===== src/nfa_word_acceptance_unit_assert.svh =====
// Assertion macros for the NFA word acceptance unit.
// Included by the top level; it needs no other file.
`ifndef NFA_WORD_ACCEPTANCE_UNIT_ASSERT_SVH
`define NFA_WORD_ACCEPTANCE_UNIT_ASSERT_SVH

// The condition must never be true on a clock edge outside reset.
`define NFA_ASSERT_NEVER(lbl, clk, rst, cond) \
   lbl: assert property (@(posedge clk) disable iff (rst) !(cond)) \
      else $error("nfa: forbidden condition seen");

// When the antecedent holds, the consequent must hold in the next cycle.
`define NFA_ASSERT_NEXT(lbl, clk, rst, ante, cons) \
   lbl: assert property (@(posedge clk) disable iff (rst) (ante) |=> (cons)) \
      else $error("nfa: expected follow-up missing");

`endif


===== src/nfa_wa_pkg.sv =====
// Shared types and constants of the NFA word acceptance unit.
// Used by the core, the table memory and the top level; depends on nothing.
`default_nettype none

package nfa_wa_pkg;

   // Field widths fixed by the interface.
   localparam int OPCODE_W = 2;
   localparam int STATE_W  = 4;
   localparam int SYMBOL_W = 8;
   localparam int SET_W    = 16;
   localparam int CSR_IDX_W = 1;

   // Default sizes of the automaton.
   localparam int DEF_NUM_STATES  = 16;
   localparam int DEF_NUM_SYMBOLS = 256;

   // Operation codes.
   localparam logic [OPCODE_W-1:0] OP_ADD     = 2'd0;
   localparam logic [OPCODE_W-1:0] OP_BEGIN   = 2'd1;
   localparam logic [OPCODE_W-1:0] OP_CONSUME = 2'd2;

   // Register indexes of the configuration port.
   localparam logic [CSR_IDX_W-1:0] CSR_INITIAL_STATE = 1'b0;
   localparam logic [CSR_IDX_W-1:0] CSR_FINAL_MASK    = 1'b1;

   // Sequencer states.
   typedef enum logic [3:0] {
      ST_CLEAR = 4'b0001,
      ST_IDLE  = 4'b0010,
      ST_EXEC  = 4'b0100,
      ST_DONE  = 4'b1000
   } state_type;

   // Control of the transition table memory.
   typedef struct packed {
      logic rd_en;
      logic wr_en;
   } mem_ctl_type;

endpackage

`default_nettype wire


===== src/nfa_wa_core.sv =====
// Sequencer of the NFA word acceptance unit: table clearing, item decode,
// read-modify-write of table rows, active set update and result register.
// Depends on nfa_wa_pkg.
`default_nettype none

module nfa_wa_core #(
   parameter int NUM_STATES  = nfa_wa_pkg::DEF_NUM_STATES,
   parameter int NUM_SYMBOLS = nfa_wa_pkg::DEF_NUM_SYMBOLS
) (
   input  wire                                  clock,
   input  wire                                  reset,
   // Request channel.
   input  wire                                  req_valid,
   output logic                                 req_stall,
   input  wire [nfa_wa_pkg::OPCODE_W-1:0]       req_opcode,
   input  wire [nfa_wa_pkg::STATE_W-1:0]        req_from_state,
   input  wire [nfa_wa_pkg::SYMBOL_W-1:0]       req_symbol,
   input  wire [nfa_wa_pkg::STATE_W-1:0]        req_to_state,
   // Response channel.
   output logic                                 rsp_valid,
   input  wire                                  rsp_stall,
   output logic [nfa_wa_pkg::SET_W-1:0]         rsp_active_set,
   output logic                                 rsp_accepted,
   // Configuration write channel.
   input  wire                                  csr_valid,
   output logic                                 csr_ready,
   input  wire [nfa_wa_pkg::CSR_IDX_W-1:0]      csr_index,
   input  wire [nfa_wa_pkg::SET_W-1:0]          csr_wdata,
   // Table memory.
   output nfa_wa_pkg::mem_ctl_type              mem_ctl,
   output logic [$clog2(NUM_SYMBOLS)-1:0]       mem_rd_addr,
   output logic [$clog2(NUM_SYMBOLS)-1:0]       mem_wr_addr,
   output logic [NUM_STATES*NUM_STATES-1:0]     mem_wr_data,
   input  wire [NUM_STATES*NUM_STATES-1:0]      mem_rd_data
);

   localparam int SAW   = $clog2(NUM_SYMBOLS);
   localparam int ROWW  = NUM_STATES * NUM_STATES;
   localparam int BIW   = $clog2(ROWW);
   localparam int EXT_W = (NUM_STATES > nfa_wa_pkg::SET_W) ? NUM_STATES : nfa_wa_pkg::SET_W;

   nfa_wa_pkg::state_type state_ff, state_in;

   logic [SAW-1:0]                       clr_cnt_ff, clr_cnt_in;
   logic [nfa_wa_pkg::OPCODE_W-1:0]      op_ff, op_in;
   logic                                 add_ok_ff, add_ok_in;
   logic                                 sym_ok_ff, sym_ok_in;
   logic [SAW-1:0]                       sym_addr_ff, sym_addr_in;
   logic [BIW-1:0]                       bit_idx_ff, bit_idx_in;
   logic [NUM_STATES-1:0]                cur_set_ff, cur_set_in;
   logic [nfa_wa_pkg::STATE_W-1:0]       init_state_ff, init_state_in;
   logic [nfa_wa_pkg::SET_W-1:0]         final_mask_ff, final_mask_in;
   logic                                 rsp_valid_ff, rsp_valid_in;
   logic [nfa_wa_pkg::SET_W-1:0]         rsp_set_ff, rsp_set_in;
   logic                                 rsp_acc_ff, rsp_acc_in;

   logic                                 take;
   logic                                 slot_free;
   logic                                 rsp_load;
   logic                                 req_sym_ok;
   logic [NUM_STATES-1:0]                begin_set;
   logic [NUM_STATES-1:0]                merged;
   logic [EXT_W-1:0]                     cur_ext;

   assign req_stall = (state_ff != nfa_wa_pkg::ST_IDLE);
   assign take      = req_valid && !req_stall;
   assign slot_free = !rsp_valid_ff || !rsp_stall;
   assign csr_ready = 1'b1;

   assign req_sym_ok = (int'(req_symbol) < NUM_SYMBOLS);

   // Start set: one-hot on the start state, empty when it is out of range.
   assign begin_set = (int'(init_state_ff) < NUM_STATES)
                      ? (NUM_STATES'(1) << init_state_ff) : '0;

   // Union of the masks of all active states; row bit s*N+t is s -> t.
   always_comb begin
      merged = '0;
      for (int t = 0; t < NUM_STATES; t++) begin
         for (int s = 0; s < NUM_STATES; s++) begin
            merged[t] = merged[t] | (cur_set_ff[s] & mem_rd_data[s*NUM_STATES + t]);
         end
      end
   end

   // Result view of the active set, padded or cut to the port width.
   assign cur_ext = EXT_W'(cur_set_ff);

   // Sequencer and table access.
   always_comb begin
      state_in    = state_ff;
      clr_cnt_in  = clr_cnt_ff;
      op_in       = op_ff;
      add_ok_in   = add_ok_ff;
      sym_ok_in   = sym_ok_ff;
      sym_addr_in = sym_addr_ff;
      bit_idx_in  = bit_idx_ff;
      cur_set_in  = cur_set_ff;
      rsp_load    = 1'b0;
      mem_ctl     = '0;
      mem_rd_addr = req_symbol[SAW-1:0];
      mem_wr_addr = sym_addr_ff;
      mem_wr_data = mem_rd_data | (ROWW'(1) << bit_idx_ff);

      case (state_ff)
         nfa_wa_pkg::ST_CLEAR: begin
            mem_ctl.wr_en = 1'b1;
            mem_wr_addr   = clr_cnt_ff;
            mem_wr_data   = '0;
            clr_cnt_in    = clr_cnt_ff + SAW'(1);
            if (clr_cnt_ff == SAW'(NUM_SYMBOLS - 1)) begin
               state_in = nfa_wa_pkg::ST_IDLE;
            end
         end
         nfa_wa_pkg::ST_IDLE: begin
            if (take) begin
               op_in       = req_opcode;
               sym_ok_in   = req_sym_ok;
               sym_addr_in = req_symbol[SAW-1:0];
               add_ok_in   = req_sym_ok && (int'(req_from_state) < NUM_STATES) &&
                             (int'(req_to_state) < NUM_STATES);
               bit_idx_in  = BIW'(int'(req_from_state) * NUM_STATES + int'(req_to_state));
               case (req_opcode)
                  nfa_wa_pkg::OP_ADD, nfa_wa_pkg::OP_CONSUME: begin
                     mem_ctl.rd_en = 1'b1;
                     state_in      = nfa_wa_pkg::ST_EXEC;
                  end
                  nfa_wa_pkg::OP_BEGIN: begin
                     cur_set_in = begin_set;
                     state_in   = nfa_wa_pkg::ST_DONE;
                  end
                  default: begin
                     state_in = nfa_wa_pkg::ST_DONE;
                  end
               endcase
            end
         end
         nfa_wa_pkg::ST_EXEC: begin
            // Row read data is valid now: set one bit, or merge the masks.
            if (op_ff == nfa_wa_pkg::OP_ADD) begin
               mem_ctl.wr_en = add_ok_ff;
            end else begin
               cur_set_in = sym_ok_ff ? merged : '0;
            end
            state_in = nfa_wa_pkg::ST_DONE;
         end
         nfa_wa_pkg::ST_DONE: begin
            if (slot_free) begin
               rsp_load = 1'b1;
               state_in = nfa_wa_pkg::ST_IDLE;
            end
         end
         default: begin
            state_in = nfa_wa_pkg::ST_IDLE;
         end
      endcase
   end

   // Configuration registers.
   always_comb begin
      init_state_in = init_state_ff;
      final_mask_in = final_mask_ff;
      if (csr_valid) begin
         case (csr_index)
            nfa_wa_pkg::CSR_INITIAL_STATE: begin
               init_state_in = csr_wdata[nfa_wa_pkg::STATE_W-1:0];
            end
            nfa_wa_pkg::CSR_FINAL_MASK: begin
               final_mask_in = csr_wdata;
            end
            default: begin
            end
         endcase
      end
   end

   // Result register: loaded when the item is done and the slot is free.
   always_comb begin
      rsp_valid_in = rsp_valid_ff && rsp_stall;
      rsp_set_in   = rsp_set_ff;
      rsp_acc_in   = rsp_acc_ff;
      if (rsp_load) begin
         rsp_valid_in = 1'b1;
         rsp_set_in   = cur_ext[nfa_wa_pkg::SET_W-1:0];
         rsp_acc_in   = |(cur_ext[nfa_wa_pkg::SET_W-1:0] & final_mask_ff);
      end
   end

   // Control state.
   always_ff @(posedge clock) begin
      if (reset) begin
         state_ff      <= nfa_wa_pkg::ST_CLEAR;
         clr_cnt_ff    <= '0;
         cur_set_ff    <= '0;
         init_state_ff <= '0;
         final_mask_ff <= '0;
         rsp_valid_ff  <= 1'b0;
      end else begin
         state_ff      <= state_in;
         clr_cnt_ff    <= clr_cnt_in;
         cur_set_ff    <= cur_set_in;
         init_state_ff <= init_state_in;
         final_mask_ff <= final_mask_in;
         rsp_valid_ff  <= rsp_valid_in;
      end
   end

   // Payload registers.
   always_ff @(posedge clock) begin
      op_ff       <= op_in;
      add_ok_ff   <= add_ok_in;
      sym_ok_ff   <= sym_ok_in;
      sym_addr_ff <= sym_addr_in;
      bit_idx_ff  <= bit_idx_in;
      rsp_set_ff  <= rsp_set_in;
      rsp_acc_ff  <= rsp_acc_in;
   end

   assign rsp_valid      = rsp_valid_ff;
   assign rsp_active_set = rsp_set_ff;
   assign rsp_accepted   = rsp_acc_ff;

endmodule

`default_nettype wire


===== config.mk =====
export PLATFORM = sky130hd
export DESIGN_NAME = nfa_wa_core
export DESIGN_NICKNAME = d
export VERILOG_FILES = /design/src/nfa_word_acceptance_unit_assert.svh /design/src/nfa_wa_pkg.sv /design/src/nfa_wa_core.sv
export SDC_FILE = /design/constraint.sdc
export NUM_CORES = 1
export LEC_CHECK = 0
export ABC_AREA = 1
export BUFFER_PORTS_ARGS = -buffer_cell sky130_fd_sc_hd__clkbuf_2
export CORE_AREA = 10 10 221 223
export CTS_BUF_LIST = sky130_fd_sc_hd__clkbuf_8
export DETAILED_ROUTE_END_ITERATION = 10
export DIE_AREA = 0 0 231 233
export HOLD_SLACK_MARGIN = 0.06
export PLACE_DENSITY = 0.49
export SYNTH_ARGS = -nofsm -noshare
export SYNTH_HDL_FRONTEND = slang
export SYNTH_SLANG_ARGS = --single-unit

===== constraint.sdc =====
create_clock -name clock -period 1.8 [get_ports clock]
set_input_delay 0.36 -clock clock [delete_from_list [all_inputs] [get_ports clock]]
set_output_delay 0.36 -clock clock [all_outputs]
set_load 0.05 [all_outputs]

* Word-level counts from Yosys, hierarchy flattened
Index checks and enable logic that the tools add are counted.
** Storage, ports and cells
- Flip-flop bits (word level) :: 84
- Bits of input ports :: 296
- Output and inout bits :: 294
- Word-level logic and storage cells :: 562
** Cells by class
- Add/subtract/negate cells :: 2
- Eq/ne operators :: 13
- Shift-type cells :: 2
- Mux-type cells :: 19
- Bitwise logic cells :: 499
- Reductions and logical operators :: 16
** Operator list (count)
- $and 1x1->1 :: 256
- $mux 256 :: 1
- $or 256x256->256 :: 1
- $shl 1x8->256 const A :: 1
- $or 1x1->1 :: 240
- $mux 16 :: 3
- $pmux 16 s2 :: 1
- $and 16x16->16 :: 1
- $mux 4 :: 4
- $pmux 4 s4 :: 1
- $reduce_or 16->1 :: 1
- $shl 1x4->16 const A :: 1
- $add 8x1->8 const B :: 1
- $add 8x4->8 :: 1
- $eq 8x8->1 const B :: 1
- $mux 8 :: 1
- $ne 2x2->1 const B :: 4
- $mux 1 :: 7
- $reduce_and 2->1 :: 3
- $eq 4x1->1 const B :: 1
- $eq 4x2->1 const B :: 1
- $eq 4x3->1 const B :: 1
- $eq 4x4->1 const B :: 1
- $logic_not 2->1 :: 2
- 13 further kinds :: 16

* Longest topological paths before layout
- Depth in word-level cells :: 18
- Mapped depth :: 9
- Gate-level depth less buffers :: 9

* Worst setup path after synthesis
No wires, ideal clock.
- Kind :: register to output
- From :: register state_ff[3]
- To :: output port mem_ctl[1] (netlist bit)
- Arrival :: 2.161 ns
- Required time :: 1.440 ns
- Setup slack :: -0.721 ns
- Stages on the path, launching flop included :: 4
- Buffers on the path :: 0
- Cells stage by stage :: dfxtp_1 -> nor2_1 -> nand3_1 -> nor3_1
** RTL lines
- from (decl) :: RTL line nfa_wa_core.sv:42 : nfa_wa_pkg::state_type state_ff, state_in;
- from (signal assigned) :: RTL line nfa_wa_core.sv:192 : state_ff <= nfa_wa_pkg::ST_CLEAR;
- from (signal assigned) :: RTL line nfa_wa_core.sv:199 : state_ff <= state_in;
- to (decl) :: RTL line nfa_wa_core.sv:30 : output nfa_wa_pkg::mem_ctl_type mem_ctl,

* Final worst setup path
- From :: register bit_idx_ff[0]
- To :: output port mem_wr_data[250]
** Between the ends
- Cells in the longest elaborated chain, start to end :: 3
** RTL lines
- from (decl) :: RTL line nfa_wa_core.sv:49 : logic [BIW-1:0] bit_idx_ff, bit_idx_in;
- from (signal assigned) :: RTL line nfa_wa_core.sv:214 : bit_idx_ff <= bit_idx_in;
- $shl 1x8->256 :: RTL line nfa_wa_core.sv:103 : mem_wr_data = mem_rd_data | (ROWW'(1) << bit_idx_ff);
- $or 256x256->256 :: RTL line nfa_wa_core.sv:103
- $mux 256 :: RTL line nfa_wa_core.sv:105 : case (state_ff)
- to (decl) :: RTL line nfa_wa_core.sv:33 : output logic [NUM_STATES*NUM_STATES-1:0] mem_wr_data,
Every way passes these cells.

==> metrics.txt <==
status finished with violations; failing checks setup timing; Peak VDD IR 0.00143 V; Worst R2R Path Depth 8; post-synthesis xor/xnor area fraction 0; hold path endpoint sym_addr_ff[1]; Post-synth ARST share 0; Slew @ Worst Pin 0.789 ns; post-synthesis adder-cell area fraction 0.00126; top post-synthesis cells by area nand2_1, a21oi_1, inv_1, edfxtp_1, nand4_1; P_leak approximately 11 nW; synthesis-to-finish area growth 154%; terminus of the critical flop-to-flop path cur_ext[4]; CTS Buf Count 9; Hold Crit Start req_symbol[1]; RR Startpoint cur_ext[5]; main flop type after synthesis dfxtp_1; Total GRT Usage 0.315; # H-tree levels 3; Antenna Violating Nets Remaining 0; switching share of power 0.558; Yosys Warn Count 0; Final TNS setup -187.05 ns; post-synthesis mux area share 0; Placed Area 22,800 µm²; Period Utilization, post-route 1.53; placed cells 3,173; worst-case clock buffer depth 2; startpoint class of the critical path flop; Final Util 0.570; clock insertion delay at the later pin of the skew report between 0.3 and 0.4 ns; sequential power share 0.057; initial antenna violation count 6; Rows 77; largest net degree at the start of global routing ~60; fillers slightly above 4,000; CTS root buffer clkbuf_8; post-synth cell types 20; CTS Hold Bufs 0; Final WS setup -0.951 ns; final setup vio count between 200 and 300; Ports 590; combinational share of power 0.911; CP top delay family buffers and inverters; CP max FO 4; HP Class input port to flop; Final Hold Violating Endpoints 0; RSZ-0062 raised after global routing yes; largest area contributor in the netlist nand2_1; Initial Utilization 0.225; Pre-antenna DRT Iters 6; area of the die about 54,000 µm²; CP Class flop to output pin; Net Sw Power 24.9 mW; Seq/Total Area, Yosys 0.205; clk_skew 0.0113 ns; CP Capture Type output pin; most common cell after layout, fill and taps aside nand2_1; clock network fraction of total power 0.032; worst hold stages 1; critical path required time 1.44 ns; dpl hpwl between 70,000 and 80,000 µm; DRC errors left 0; first-pass GRT wire length 123,000 µm; layout cells sized above 1 0.514; Post-Synth Simple-Gate Area 0.439; PwrDens 1770 nW/µm²; fin cells about 3,200; Die H 233 µm; WP data arrival 2.39 ns; area of the multi-input gates approximately 11,000 µm²; commonest cells after routing, fill and taps aside nand2_1, buf_12, clkbuf_2, inv_1, a21oi_4; routed len/inst 27.6 µm; CTS tree built; Die W 231 µm; cell area after layout 25,200 µm²; Synth Area in Compound Gates 0.170; DRT Wirelength 89,100 µm; Rel. slew slack 0.474; NumNets Final 2,921; Critical-path top delay cell edfxtp_1; Clk pin slew, worst setup/hold paths 0.10 ns; initial drt markers 1,657; vias in the first global route about 17,000; worst-path cell chain buf_6, nor2_4, buf_6, nand3_4, nor2_4, buf_4, buf_12, nand4_1, a21oi_4, buf_12; reg-to-reg slack, setup 0.03 ns; maximum clock rate 363 MHz; Synth top area share 0.189; CORE AREA around 44,000 µm²; mapped cell area 9920 µm²; CP Buf/Inv Count 5; main combinational cell family by area after synthesis simple AND/OR/NAND/NOR gates; routability cong. 0.980; clk sinks between 80 and 90; grt ovf 0; Internal 19.7 mW; Seq. cell area 2040 µm²; Mapped Nets between 2,000 and 2,500; Mapped Cells 1,894; Slew Limit Fails 0; Vias/cell 5.10; Final min period roughly 2.8 ns; I/O Buffers 588; DR vias approximately 16,000; Critical Path Max Stage Delay between 0.4 and 0.5 ns; Critical Path Start bit_idx_ff[0]; max-cap viol count 0; syn_area_per_cell around 5.2 µm²; synthesis-stage register bit count 84; Post-synth EDFFs 35
cell usage after synthesis (11+ instances only):
master      n
a21oi_1   287
buf_2      25
buf_4      11
clkbuf_1  116
dfxtp_1    49
edfxtp_1   35
inv_1     304
nand2_1   501
nand3_1   138
nand4_1   163
nor2_1    192
o21ai_0    49
metrics by stage:
stage | setup WS [ns] | hold slack [ns] | total power, mW
after detailed placement | -0.568 | 0.468 | 42.4
after CTS | -0.783 | 0.143 | 44.2
after global routing | -0.981 | 0.142 | 45.8
after floorplan | -0.254 | 0.406 | 22.3
final | -0.951 | 0.161 | 44.6
after global placement | -0.611 | 0.459 | 42.4
per-layer routing:
metal,GRT usage,vias to the layer above,routed length [µm]
met5,0,-,26
met3,0.0756,99,7170
met2,0.530,828,42600
met4,0.0900,4,2460
met1,0.392,7930,36900
li1,-,7597,-
cell families (layout without fill, tap and decap cells):
family | Yosys count | after routing
buffers and inverters | 469 | 1204
adder cells (fa/ha/maj) | 1 | 1
flip-flops | 84 | 84
AND/OR/NAND/NOR | 1002 | 1002
AO/OA/AOI/OAI | 337 | 337
other | 1 | 4
what timing repair did:
item / 4_1_cts / 5_1_grt
endpoints found under the setup margin: 267 / 268
gates resized for setup: 236 / 138
gates cloned: 1 / 0
pin swaps: 132 / 147
setup buffers: 21 / 12
flip-flops by register name (all words and copies together) (netlist names):
signal,flops
bit_idx_ff,8
clr_cnt_ff,8
cur_ext,16
final_mask_ff,16
init_state_ff,4
op_ff,2
rsp_accepted,1
rsp_active_set,16
rsp_valid,1
state_ff,4
sym_addr_ff,8
worst max-delay path by stage:
stage                       end  slack, ns  depth (start not counted)
3_5_place_dp    mem_wr_data[50]      -0.57                         10
2_1_floorplan    mem_wr_addr[1]      -0.25                          5
6_report       mem_wr_data[250]      -0.95                         10
3_3_place_gp   mem_wr_data[244]      -0.61                          8
4_1_cts         mem_wr_data[35]      -0.78                         11
5_1_grt        mem_wr_data[218]      -0.98                         10
final cells by class:
class,count,share of cell area
inverters,307,0.0469
clock inverters,7,0.00303
flip-flops and latches,84,0.0809
repair buffers,880,0.413
clock buffers,9,0.00492
multi-input cells,1341,0.421
diodes,3,0.000298
repair inverters,1,0.000249
well taps,592,0.0294
power groups by stage:
| stage | registers, mW | clock network (mW) | logic [mW] |
|---|---|---|---|
| 5_1_grt | 2.57 | 1.53 | 41.7 |
| 6_report | 2.55 | 1.42 | 40.6 |
| 3_5_place_dp | 2.57 | 0 | 39.9 |
| 3_3_place_gp | 2.56 | 0 | 39.8 |
| 4_1_cts | 2.52 | 1.45 | 40.2 |
| 2_1_floorplan | 2.54 | 0 | 19.8 |
No activity file was read; power rests on OpenSTA's default activity.
